==> src/qtc_pkg.sv <==
// Shared types, constants and lookup functions of the 16-QAM transmit chain.
`default_nettype none

package qtc_pkg;

	// Default number of filter taps.
	localparam int QTC_TAPS_DEF = 64;

	// Width of samples and coefficients.
	localparam int DATA_W = 32;

	// Samples produced by one data byte.
	localparam int SAMPLES_PER_BYTE = 16;

	// Symbol levels in Q1.31: 1/3.17 and 3/3.17.
	localparam logic signed [DATA_W-1:0] LVL1 = 32'sd677439637;
	localparam logic signed [DATA_W-1:0] LVL3 = 32'sd2032318910;

	// Carrier values and output gain in Q2.14.
	localparam logic signed [15:0] C_ONE  = 16'sd16384;
	localparam logic signed [15:0] C_HALF = 16'sd11585;
	localparam logic signed [15:0] C_ZERO = 16'sd0;
	localparam logic signed [15:0] GAIN   = 16'sd23170;

	// Sync codes carried with each output sample.
	localparam logic [1:0] SYNC_NONE   = 2'd0;
	localparam logic [1:0] SYNC_FRAME  = 2'd1;
	localparam logic [1:0] SYNC_SYMBOL = 2'd2;

	typedef enum logic [1:0] {
		MODE_COEF = 2'd0,
		MODE_DATA = 2'd1,
		MODE_TAIL = 2'd2,
		MODE_RSVD = 2'd3
	} mode_t;

	typedef enum logic [2:0] {
		ST_IDLE,
		ST_INSERT,
		ST_MAC,
		ST_DRAIN,
		ST_ROUND,
		ST_MIX1,
		ST_MIX2,
		ST_EMIT
	} st_t;

	typedef struct packed {
		logic insert;
		logic rotate;
	} cell_ctrl_t;

	typedef struct packed {
		logic clear;
		logic prod_en;
		logic acc_en;
		logic round_en;
	} mac_ctrl_t;

	typedef struct packed {
		logic en1;
		logic en2;
	} mix_ctrl_t;

	// In-phase level of a symbol: the top bit picks the sign, the next one the size.
	function automatic logic signed [DATA_W-1:0] map_i(input logic [3:0] nib);
		logic signed [DATA_W-1:0] mag;
		mag = nib[2] ? LVL1 : LVL3;
		return nib[3] ? mag : -mag;
	endfunction

	// Quadrature level of a symbol, chosen by the two low bits.
	function automatic logic signed [DATA_W-1:0] map_q(input logic [3:0] nib);
		logic signed [DATA_W-1:0] lvl;
		unique case (nib[1:0])
			2'd0: lvl = LVL3;
			2'd1: lvl = LVL1;
			2'd2: lvl = -LVL3;
			default: lvl = -LVL1;
		endcase
		return lvl;
	endfunction

	function automatic logic signed [15:0] carrier_cos(input logic [2:0] ph);
		logic signed [15:0] v;
		unique case (ph)
			3'd0: v = C_ONE;
			3'd1: v = C_HALF;
			3'd2: v = C_ZERO;
			3'd3: v = -C_HALF;
			3'd4: v = -C_ONE;
			3'd5: v = -C_HALF;
			3'd6: v = C_ZERO;
			default: v = C_HALF;
		endcase
		return v;
	endfunction

	function automatic logic signed [15:0] carrier_sin(input logic [2:0] ph);
		logic signed [15:0] v;
		unique case (ph)
			3'd0: v = C_ZERO;
			3'd1: v = C_HALF;
			3'd2: v = C_ONE;
			3'd3: v = C_HALF;
			3'd4: v = C_ZERO;
			3'd5: v = -C_HALF;
			3'd6: v = -C_ONE;
			default: v = -C_HALF;
		endcase
		return v;
	endfunction

endpackage

`default_nettype wire

==> src/qtc_mix.sv <==
// Carrier mixer: I*cos minus Q*sin, times the output gain, rounded and saturated.
`default_nettype none

module qtc_mix
	import qtc_pkg::*;
(
	input  wire logic                     clk,
	input  wire mix_ctrl_t                ctrl,
	input  wire logic [2:0]               phase,
	input  wire logic signed [DATA_W-1:0] fi,
	input  wire logic signed [DATA_W-1:0] fq,
	output logic signed [DATA_W-1:0]      tx
);

	localparam int MIX_W  = 48;
	localparam int GAIN_W = 64;

	logic signed [MIX_W-1:0]  pc_s1;
	logic signed [MIX_W-1:0]  ps_s1;
	logic signed [MIX_W-1:0]  diff;
	logic signed [GAIN_W-1:0] g_s2;
	logic signed [GAIN_W-1:0] rnd_sum;
	logic signed [GAIN_W-1:0] rnd_shift;

	always_ff @(posedge clk) begin
		if (ctrl.en1) begin
			pc_s1 <= MIX_W'(fi) * MIX_W'(carrier_cos(phase));
			ps_s1 <= MIX_W'(fq) * MIX_W'(carrier_sin(phase));
		end
	end

	assign diff = pc_s1 - ps_s1;

	always_ff @(posedge clk) begin
		if (ctrl.en2) begin
			g_s2 <= GAIN_W'(diff) * GAIN_W'(GAIN);
		end
	end

	always_comb begin
		rnd_sum   = g_s2 + 64'sd134217728;
		rnd_shift = rnd_sum >>> 28;
		priority if (rnd_shift > 64'sd2147483647) begin
			tx = 32'sh7FFFFFFF;
		end else if (rnd_shift < -64'sd2147483648) begin
			tx = 32'sh80000000;
		end else begin
			tx = rnd_shift[DATA_W-1:0];
		end
	end

endmodule

`default_nettype wire

==> config.mk <==
export PLATFORM = sky130hd
export DESIGN_NAME = qtc_mix
export DESIGN_NICKNAME = d
export VERILOG_FILES = /design/src/qtc_pkg.sv /design/src/qtc_mix.sv
export SDC_FILE = /design/constraint.sdc
export NUM_CORES = 2
export LEC_CHECK = 0
export BUFFER_PORTS_ARGS = -buffer_cell sky130_fd_sc_hd__buf_2
export CORE_UTILIZATION = 67
export CTS_CLUSTER_DIAMETER = 60
export DETAILED_ROUTE_END_ITERATION = 7
export HOLD_SLACK_MARGIN = 0.12
export MAX_ROUTING_LAYER = met4
export PLACE_DENSITY = 0.88
export RECOVER_POWER = 50
export SETUP_SLACK_MARGIN = 0.5
export SYNTH_ARGS = -nofsm -noshare
export SYNTH_HDL_FRONTEND = slang
export SYNTH_SLANG_ARGS = --single-unit
export TNS_END_PERCENT = 30
==> constraint.sdc <==
create_clock -name clk -period 12.71 [get_ports clk]
set_input_delay 2.542 -clock clk [delete_from_list [all_inputs] [get_ports clk]]
set_output_delay 2.542 -clock clk [all_outputs]
set_load 0.02 [all_outputs]
==> impl_metrics.tcl <==
set metrics [dict create \
    vias_per_cell 5.69 \
    rsz0062_at_grt "no" \
    die_w_microns 273 \
    cts_num_sinks 133 \
    grt_pass1_wl_microns 191000 \
    synth-seq-cells 133 \
    finalCriticalPeriod_ps 11330 \
    area_growth_pct 4.38 \
    final_antenna_net_count 0 \
    gp_congestion 0.992 \
    hp-class "reg -> reg" \
    reg2reg_to "g_s2[63]" \
    num-fill-cells 5197 \
    wl_per_cell_microns 19.4 \
    mostFrequentLayoutCells "inv_1, fa_1, ha_1" \
    wl_microns 116000 \
    grt_pass1_vias 37700 \
    crit_end "pc_s1[47]" \
    startpoint_type "input pin" \
    dr.pass1.iters 5 \
    pre_cts_ws_ps 1680 \
    async_flop_share 0 \
    cts_made_buffers 17 \
    period_share 0.892 \
    hold_depth 4 \
    timing.slew.headroom -2.07 \
    start_util 0.677 \
    cts_tree "built" \
    synthDistinctLibCells 77 \
    layout-drive-gt1-share 0.0404 \
    htreeDepth 4 \
    synth_fp_nets 6732 \
    violations "capacitance limit, slew limit" \
    synth-edff-count 133 \
    fmax_mhz 88.2 \
    clk_pin_slew_worst_paths_ps 60 \
    core_sq_um 72800 \
    finClkSkew_ps 17.1 \
    syn_inst 4957 \
    worst-setup-path-type "in -> reg" \
    setup_ws_ps 1380 \
    clk_latency_ps 450 \
    grt_start_max_net_pins 84 \
    syn_area_sq_um 49300 \
    vias 34100 \
    antenna_found_initial 2 \
    rows 99 \
    io_buffers 101 \
    critPathSlowestCell "clkbuf_1" \
    finalHoldViolations 0 \
    post-dp-hpwl_microns 103000 \
    maxCapViolCount 5 \
    yosys_warnings 0 \
    final_common_cell "inv_1" \
    cts_resized 0 \
    die-height_microns 273 \
    synth_ff_type "edfxtp_1" \
    drt_iter0_markers 2534 \
    crit_path_max_fanout 43 \
    die_area_sq_um 74700 \
    clockBufferDepth 2 \
    worstPathArrival_ps 11520 \
    ios 102 \
    status "finished, violations left" \
    worst_pin_slew_ps 4610 \
    track_usage 0.339 \
    nets 6787 \
    crit_path_max_incr_delay_ps 1430 \
    end_kind "register" \
    cts_root_buf "clkbuf_16" \
    route.detailed.drc 0 \
    reg2reg_depth 34 \
    cts_hold_buf 0 \
    ys_seq_area_frac 0.0810 \
    tns_ps 0 \
    syn_area_per_cell_sq_um 9.94 \
    post_cts_buffers 0 \
    crit_top_cell "fa_1" \
    grt-ovfl-total 0 \
    r2r_start "pc_s1[0]" \
    worst_ep_required_time_ps 12900 \
    rrSetupSlack_ps 3340 \
    setup_viol 0 \
    startpoint "phase[0]" \
    final_max_slew_viol_count 236 \
]
==> registers in the layout, summed over array words and instances, names as in the netlist <==
signal and flops:
pc_s1 48, ps_s1 48, g_s2 37
==> logic make-up after synthesis <==
logic type / Yosys count / synth area share
muxes: 3 / 0.000660
AOI/OAI and AO/OA: 586 / 0.0780
xor gates and xnor gates: 240 / 0.0429
DFF: 133 / 0.0810
and+or+nand+nor: 764 / 0.0768
adders and majority gates: 1705 / 0.604
buffers and inverters: 1526 / 0.116
==> final cells by class <==
type / instances / area, sq um / area share
Antenna cell: 1 / 2.50 / 0.0000486
Clock buffer: 18 / 429 / 0.00834
Clock inverter: 14 / 178 / 0.00345
Inverter: 1440 / 5410 / 0.105
Multi-Input combinational cell: 3298 / 39600 / 0.770
Sequential cell: 133 / 3990 / 0.0776
Tap cell: 959 / 1200 / 0.0233
Timing Repair Buffer: 122 / 642 / 0.0125
==> synthesized netlist by cell type (all sizes together) (34+ instances only) <==
master	n	area, sq um
nand2b	34	213
fa	1126	22500
nand2	237	890
inv	1440	5410
ha	579	7240
xor2	93	822
a21oi	187	943
clkbuf	82	308
and3	42	263
xnor2	147	1300
nor2	141	529
edfxtp	133	3990
nand3	60	300
o21ai	112	561
and2	116	726
a21o	124	931
==> routing by layer <==
metal / vias up / track usage / wire length (microns)
met5: - / - / 0
met4: 0 / 0.127 / 4980
met3: 308 / 0.0410 / 6690
met2: 1216 / 0.571 / 58900
met1: 17300 / 0.421 / 45400
li1: 15200 / - / -
==> per-stage QoR <==
step / hold WS [ps] / util / area [sq um] / instances
after floorplan: 1150 / - / 49300 / 4957
after global placement: 1120 / 0.698 / 50900 / 5952
after detailed placement: 1140 / 0.698 / 50900 / 5952
after CTS: 1150 / 0.707 / 51500 / 5984
after global routing: 1220 / 0.706 / 51500 / 5985
final: 1140 / 0.706 / 51500 / 5985
==> worst min path at each step <==
stage,start,end,slack [ps]
final,pc_s1[47],g_s2[63],1140
after floorplan,pc_s1[47],g_s2[63],1150
after global routing,pc_s1[47],g_s2[63],1220
after CTS,pc_s1[47],g_s2[63],1150
after detailed placement,pc_s1[47],g_s2[63],1140
after global placement,pc_s1[47],g_s2[63],1120
==> worst max-delay path: cells and delay by family <==
family          cells  cell delay, ps
compound gates     10            2490
xor+xnor            1              80
fa+ha+maj           7            3210
buf+inv             6            2200
mux                 1             120
simple gates        2             840
Power is left out: the tool's default activity adds up to more than one toggle a clock period on the data nets, which glitch-free logic cannot reach.
