===== src/qtc_pkg.sv =====
// Shared types, constants and lookup functions of the 16-QAM transmit chain.
`default_nettype none

package qtc_pkg;

	// Default number of filter taps.
	localparam int QTC_TAPS_DEF = 64;

	// Width of samples and coefficients.
	localparam int DATA_W = 32;

	// Samples produced by one data byte.
	localparam int SAMPLES_PER_BYTE = 16;

	// Symbol levels in Q1.31: 1/3.17 and 3/3.17.
	localparam logic signed [DATA_W-1:0] LVL1 = 32'sd677439637;
	localparam logic signed [DATA_W-1:0] LVL3 = 32'sd2032318910;

	// Carrier values and output gain in Q2.14.
	localparam logic signed [15:0] C_ONE  = 16'sd16384;
	localparam logic signed [15:0] C_HALF = 16'sd11585;
	localparam logic signed [15:0] C_ZERO = 16'sd0;
	localparam logic signed [15:0] GAIN   = 16'sd23170;

	// Sync codes carried with each output sample.
	localparam logic [1:0] SYNC_NONE   = 2'd0;
	localparam logic [1:0] SYNC_FRAME  = 2'd1;
	localparam logic [1:0] SYNC_SYMBOL = 2'd2;

	typedef enum logic [1:0] {
		MODE_COEF = 2'd0,
		MODE_DATA = 2'd1,
		MODE_TAIL = 2'd2,
		MODE_RSVD = 2'd3
	} mode_t;

	typedef enum logic [2:0] {
		ST_IDLE,
		ST_INSERT,
		ST_MAC,
		ST_DRAIN,
		ST_ROUND,
		ST_MIX1,
		ST_MIX2,
		ST_EMIT
	} st_t;

	typedef struct packed {
		logic insert;
		logic rotate;
	} cell_ctrl_t;

	typedef struct packed {
		logic clear;
		logic prod_en;
		logic acc_en;
		logic round_en;
	} mac_ctrl_t;

	typedef struct packed {
		logic en1;
		logic en2;
	} mix_ctrl_t;

	// In-phase level of a symbol: the top bit picks the sign, the next one the size.
	function automatic logic signed [DATA_W-1:0] map_i(input logic [3:0] nib);
		logic signed [DATA_W-1:0] mag;
		mag = nib[2] ? LVL1 : LVL3;
		return nib[3] ? mag : -mag;
	endfunction

	// Quadrature level of a symbol, chosen by the two low bits.
	function automatic logic signed [DATA_W-1:0] map_q(input logic [3:0] nib);
		logic signed [DATA_W-1:0] lvl;
		unique case (nib[1:0])
			2'd0: lvl = LVL3;
			2'd1: lvl = LVL1;
			2'd2: lvl = -LVL3;
			default: lvl = -LVL1;
		endcase
		return lvl;
	endfunction

	function automatic logic signed [15:0] carrier_cos(input logic [2:0] ph);
		logic signed [15:0] v;
		unique case (ph)
			3'd0: v = C_ONE;
			3'd1: v = C_HALF;
			3'd2: v = C_ZERO;
			3'd3: v = -C_HALF;
			3'd4: v = -C_ONE;
			3'd5: v = -C_HALF;
			3'd6: v = C_ZERO;
			default: v = C_HALF;
		endcase
		return v;
	endfunction

	function automatic logic signed [15:0] carrier_sin(input logic [2:0] ph);
		logic signed [15:0] v;
		unique case (ph)
			3'd0: v = C_ZERO;
			3'd1: v = C_HALF;
			3'd2: v = C_ONE;
			3'd3: v = C_HALF;
			3'd4: v = C_ZERO;
			3'd5: v = -C_HALF;
			3'd6: v = -C_ONE;
			default: v = -C_HALF;
		endcase
		return v;
	endfunction

endpackage

`default_nettype wire


===== src/qtc_mac.sv =====
// Multiply-accumulate unit of one filter channel with Q1.31 rounding and saturation.
`default_nettype none

module qtc_mac
	import qtc_pkg::*;
#(
	parameter int TAPS = QTC_TAPS_DEF
) (
	input  wire logic                     clk,
	input  wire mac_ctrl_t                ctrl,
	input  wire logic signed [DATA_W-1:0] tap,
	input  wire logic signed [DATA_W-1:0] hist,
	output logic signed [DATA_W-1:0]      fir_out
);

	localparam int PROD_W = 2 * DATA_W;
	localparam int ACC_W  = PROD_W + $clog2(TAPS) + 1;

	localparam logic signed [ACC_W-1:0] HALF    = ACC_W'(64'sd1073741824);
	localparam logic signed [ACC_W-1:0] SAT_MAX = ACC_W'(64'sd2147483647);
	localparam logic signed [ACC_W-1:0] SAT_MIN = ACC_W'(-64'sd2147483648);

	logic signed [PROD_W-1:0] prod_s1;
	logic signed [ACC_W-1:0]  acc_q;
	logic signed [DATA_W-1:0] res_q;
	logic signed [ACC_W-1:0]  rnd_sum;
	logic signed [ACC_W-1:0]  rnd_shift;
	logic signed [DATA_W-1:0] rnd_sat;

	always_ff @(posedge clk) begin
		if (ctrl.prod_en) begin
			prod_s1 <= PROD_W'(tap) * PROD_W'(hist);
		end
	end

	// The sum is kept exact; rounding happens once at the end.
	always_ff @(posedge clk) begin
		priority if (ctrl.clear) begin
			acc_q <= '0;
		end else if (ctrl.acc_en) begin
			acc_q <= acc_q + ACC_W'(prod_s1);
		end else begin
			acc_q <= acc_q;
		end
	end

	always_comb begin
		rnd_sum   = acc_q + HALF;
		rnd_shift = rnd_sum >>> 31;
		priority if (rnd_shift > SAT_MAX) begin
			rnd_sat = 32'sh7FFFFFFF;
		end else if (rnd_shift < SAT_MIN) begin
			rnd_sat = 32'sh80000000;
		end else begin
			rnd_sat = rnd_shift[DATA_W-1:0];
		end
	end

	always_ff @(posedge clk) begin
		if (ctrl.round_en) begin
			res_q <= rnd_sat;
		end
	end

	assign fir_out = res_q;

endmodule

`default_nettype wire


===== config.mk =====
export PLATFORM = sky130hd
export DESIGN_NAME = qtc_mac
export DESIGN_NICKNAME = d
export VERILOG_FILES = /design/src/qtc_pkg.sv /design/src/qtc_mac.sv
export SDC_FILE = /design/constraint.sdc
export NUM_CORES = 2
export LEC_CHECK = 0
export ABC_AREA = 0
export BUFFER_PORTS_ARGS = -buffer_cell sky130_fd_sc_hd__buf_2
export CORE_MARGIN = 4
export CORE_UTILIZATION = 48
export DETAILED_ROUTE_END_ITERATION = 8
export PLACE_DENSITY = 0.74
export SYNTH_ARGS = -nofsm -noshare
export SYNTH_HDL_FRONTEND = slang
export SYNTH_SLANG_ARGS = --single-unit

===== constraint.sdc =====
create_clock -name clk -period 9.95 [get_ports clk]
set_input_delay 1.99 -clock clk [delete_from_list [all_inputs] [get_ports clk]]
set_output_delay 1.99 -clock clk [all_outputs]
set_load 0.01 [all_outputs]

==> results.md <==
* Die Span Y at 320.0 um
* Total Routing Usage GR at 23.72%
* Post-placement worst setup slack at -75.34 ps
* Register area share after synthesis at 9.212%
* Outcome: completed
* Nets@finish at 6,447
* Fin area at 0.04993 mm^2
* Chip width at 320.0 um
* Wire per inst at 18.47 um
* HPWL after detailed placement at 101,200 um
* Area grow syn2layout at 6.858%
* Layout cells sized above 1 at 6.650%
* Syn Inst Count at 4,998
* CP arrival at 9860 ps
* Startpoint Class: input pin
* IO buf count at 100
* Pre-antenna DRT Iters at 6
* Worst path slowest cell: fa_1
* Core Util, Final at 51.70%
* Clock root cell: clkbuf_16
* Final WL at 117,100 um
* Top Family by Delay on Critical Path: adder cells
* WHS at 491.1 ps
* FMAX at 103.4 MHz
* Worst-case reg-to-reg path depth at 12
* Crit share post-route at 97.19%
* Crit. End Element: flop
* ANT nets after route at 0
* Minimum clock period at 9670 ps
* Vias in the first global route at 36,970
* Core Footprint at 0.09657 mm^2
* Cell Area, Placed at 0.04931 mm^2
* Post-CTS Hold Buffers at 0
* Critical Path Stages at 24
* Yosys cell types at 70
* Least-Margin Pin Slew at 1028 ps
* #FFs+latches synth at 167
* CTS tree: built
* Final setup viols at 0
* Max-cap violations at 0
* Slew headroom at 29.72%
* Hold path depth at 2
* Ports at 101
* # DRC at 0
* Worst-path cell chain: buf_2 -> buf_4 -> nand2_1 -> fa_1 -> fa_1 -> fa_1 -> inv_1 -> fa_1 -> fa_1 -> fa_1 -> fa_1 -> fa_1 -> ha_1 -> a21o_1 -> a211o_1 -> o22ai_1 -> a31oi_1 -> a31oi_1 -> nor2b_1 -> a311o_1 -> o21a_1 -> or3b_4 -> a2111oi_2 -> and4b_1
* Clock-pin slew on the worst setup and hold paths at 60 ps
* Worst setup margin at 279.7 ps
* Final Max Tran Viols at 0
* Synthesized Nets at 6,405
* First-pass GRT wire length at 194,800 um
* Clock Latency Late Sink at 440 ps
* Worst setup path class: in2reg
* Row count at 114
* Die area at 0.1024 mm^2
* Ys Warns at 0
* Global route overflow at 0
* Sink Count at 167
* Vias per cell at 5.335
* Maximum fanout along the worst path at 17
* Global placer's final weighted congestion at 0.9241
* Worst Clk Skew at 12.64 ps
* Post-synth top flop: edfxtp_1
* Pin count of the biggest net entering global routing at 65
* Post-Synthesis Cell Area at 0.04672 mm^2
* H-Tree Depth at 4
* RSZ-0062 raised after global routing: no
* Initial antenna violation count at 12
* Buf+Inv Stages, Crit Path at 3
* Starting density of the core at 48.38%
* Mean Syn Cell Area at 9.348 um^2
* Number of flops mapped to enable cells by yosys at 96
* Most frequent CP cell: fa_1
* # Post-CTS Setup Buffers at 0
* Worst min path class: reg2reg
* DR iter-0 viols at 2,595
* Synth async-reset ratio at 0%
* DR vias at 33,810
* Slowest Stage Delay on Critical Path at 580 ps
* Final hold vios at 0
* Max clock buf depth at 2
* # resized after CTS at 0
* TritonCTS buffer count at 17
* CP Data Required Time at 10,140 ps
-- final timing paths --
check                   start          end  slack [ps]
hold reg to reg     acc_q[23]    acc_q[23]         490
setup reg to reg  prod_s1[13]    acc_q[70]        5530
hold / removal      acc_q[23]    acc_q[23]         490
setup / recovery      hist[8]  prod_s1[62]         280
-- Yosys cell counts (all sizes together) (4+ instances only) --
cell     instances  share of area, %
fa            1083                46
inv            994               8.0
nand2          588               4.7
and2           531               7.1
clkbuf         262               2.1
ha             255               6.8
nor2           149               1.2
a21oi          136               1.5
a21o           121               1.9
o21ai          109               1.2
xnor2          104               1.9
edfxtp          96               6.2
dfxtp           71               3.0
xor2            70               1.3
mux2i           49               1.0
nand3           45              0.48
nand4           42              0.56
nand2b          32              0.43
and3            25              0.33
a31oi           24              0.32
nor2b           22              0.29
o21bai          21              0.34
nor3            17              0.18
a211oi          12              0.19
o21a            12              0.19
o211ai          10              0.16
and4             8              0.15
buf              8             0.086
or3              8              0.11
a2111oi          6              0.13
a21boi           6             0.096
nor4             6             0.080
o2111ai          6              0.11
o31ai            6             0.096
or4              5             0.080
a41oi            4             0.075
o41ai            4             0.075
-- through the flow --
step,setup TNS [ps],cells
detailed placement,-130.2,6297
CTS,0,6329
global route,0,6334
global placement,-177.2,6297
finish,0,6337
floorplan,0,4998
-- cells by family after synthesis --
group | share of synthesized area (%)
buffers and inverters | 10.18
DFF | 9.212
muxes | 1.074
AOI/OAI and AO/OA | 7.190
adders and majority gates | 53.23
and+or+nand+nor | 15.85
xor gates and xnor gates | 3.262
-- registers in the layout, summed over array words and instances, names as in the netlist --
signal and flops:
acc_q 71, prod_s1 64, fir_out 32
-- final cells by class --
class                           count  area [um^2]
Tap cell                         1276         1597
Inverter                          994         3731
Timing Repair Buffer              293         2012
Antenna cell                        8        20.02
Sequential cell                   167         4304
Clock inverter                     12        142.6
Clock buffer                       20        456.7
Fill cell                        8603        46640
Multi-Input combinational cell   3567        37660
-- tightest hold or removal path: cells and delay by family, from the launching register on --
kind	cells	cell delay, ps
AOI/OAI and AO/OA	1	60
DFF	1	310
and+or+nand+nor	1	70
-- cells in the final DEF, fill, tap and decap left out, types with 100 or more instances in the layout --
cell type and n:
buf_2 100, and2_1 530, inv_1 994, a21oi_1 136
o21ai_0 106, ha_1 255, fa_1 1083, xnor2_1 104
nor2_1 149, nand2_1 588, buf_4 188, a21o_1 121
-- metal layers --
metal	GRT usage, %	routed length [um]	share of wire, %	up-vias
li1	-	-	-	15220
met1	33.01	50400	43	17100
met2	37.87	53440	46	1314
met3	5.391	10450	8.9	172
met4	6.026	2728	2.3	6
met5	0	34	0.029	-
Power is not shown: default switching activity piles up to over one toggle a cycle in this logic, so the estimate is an artifact.
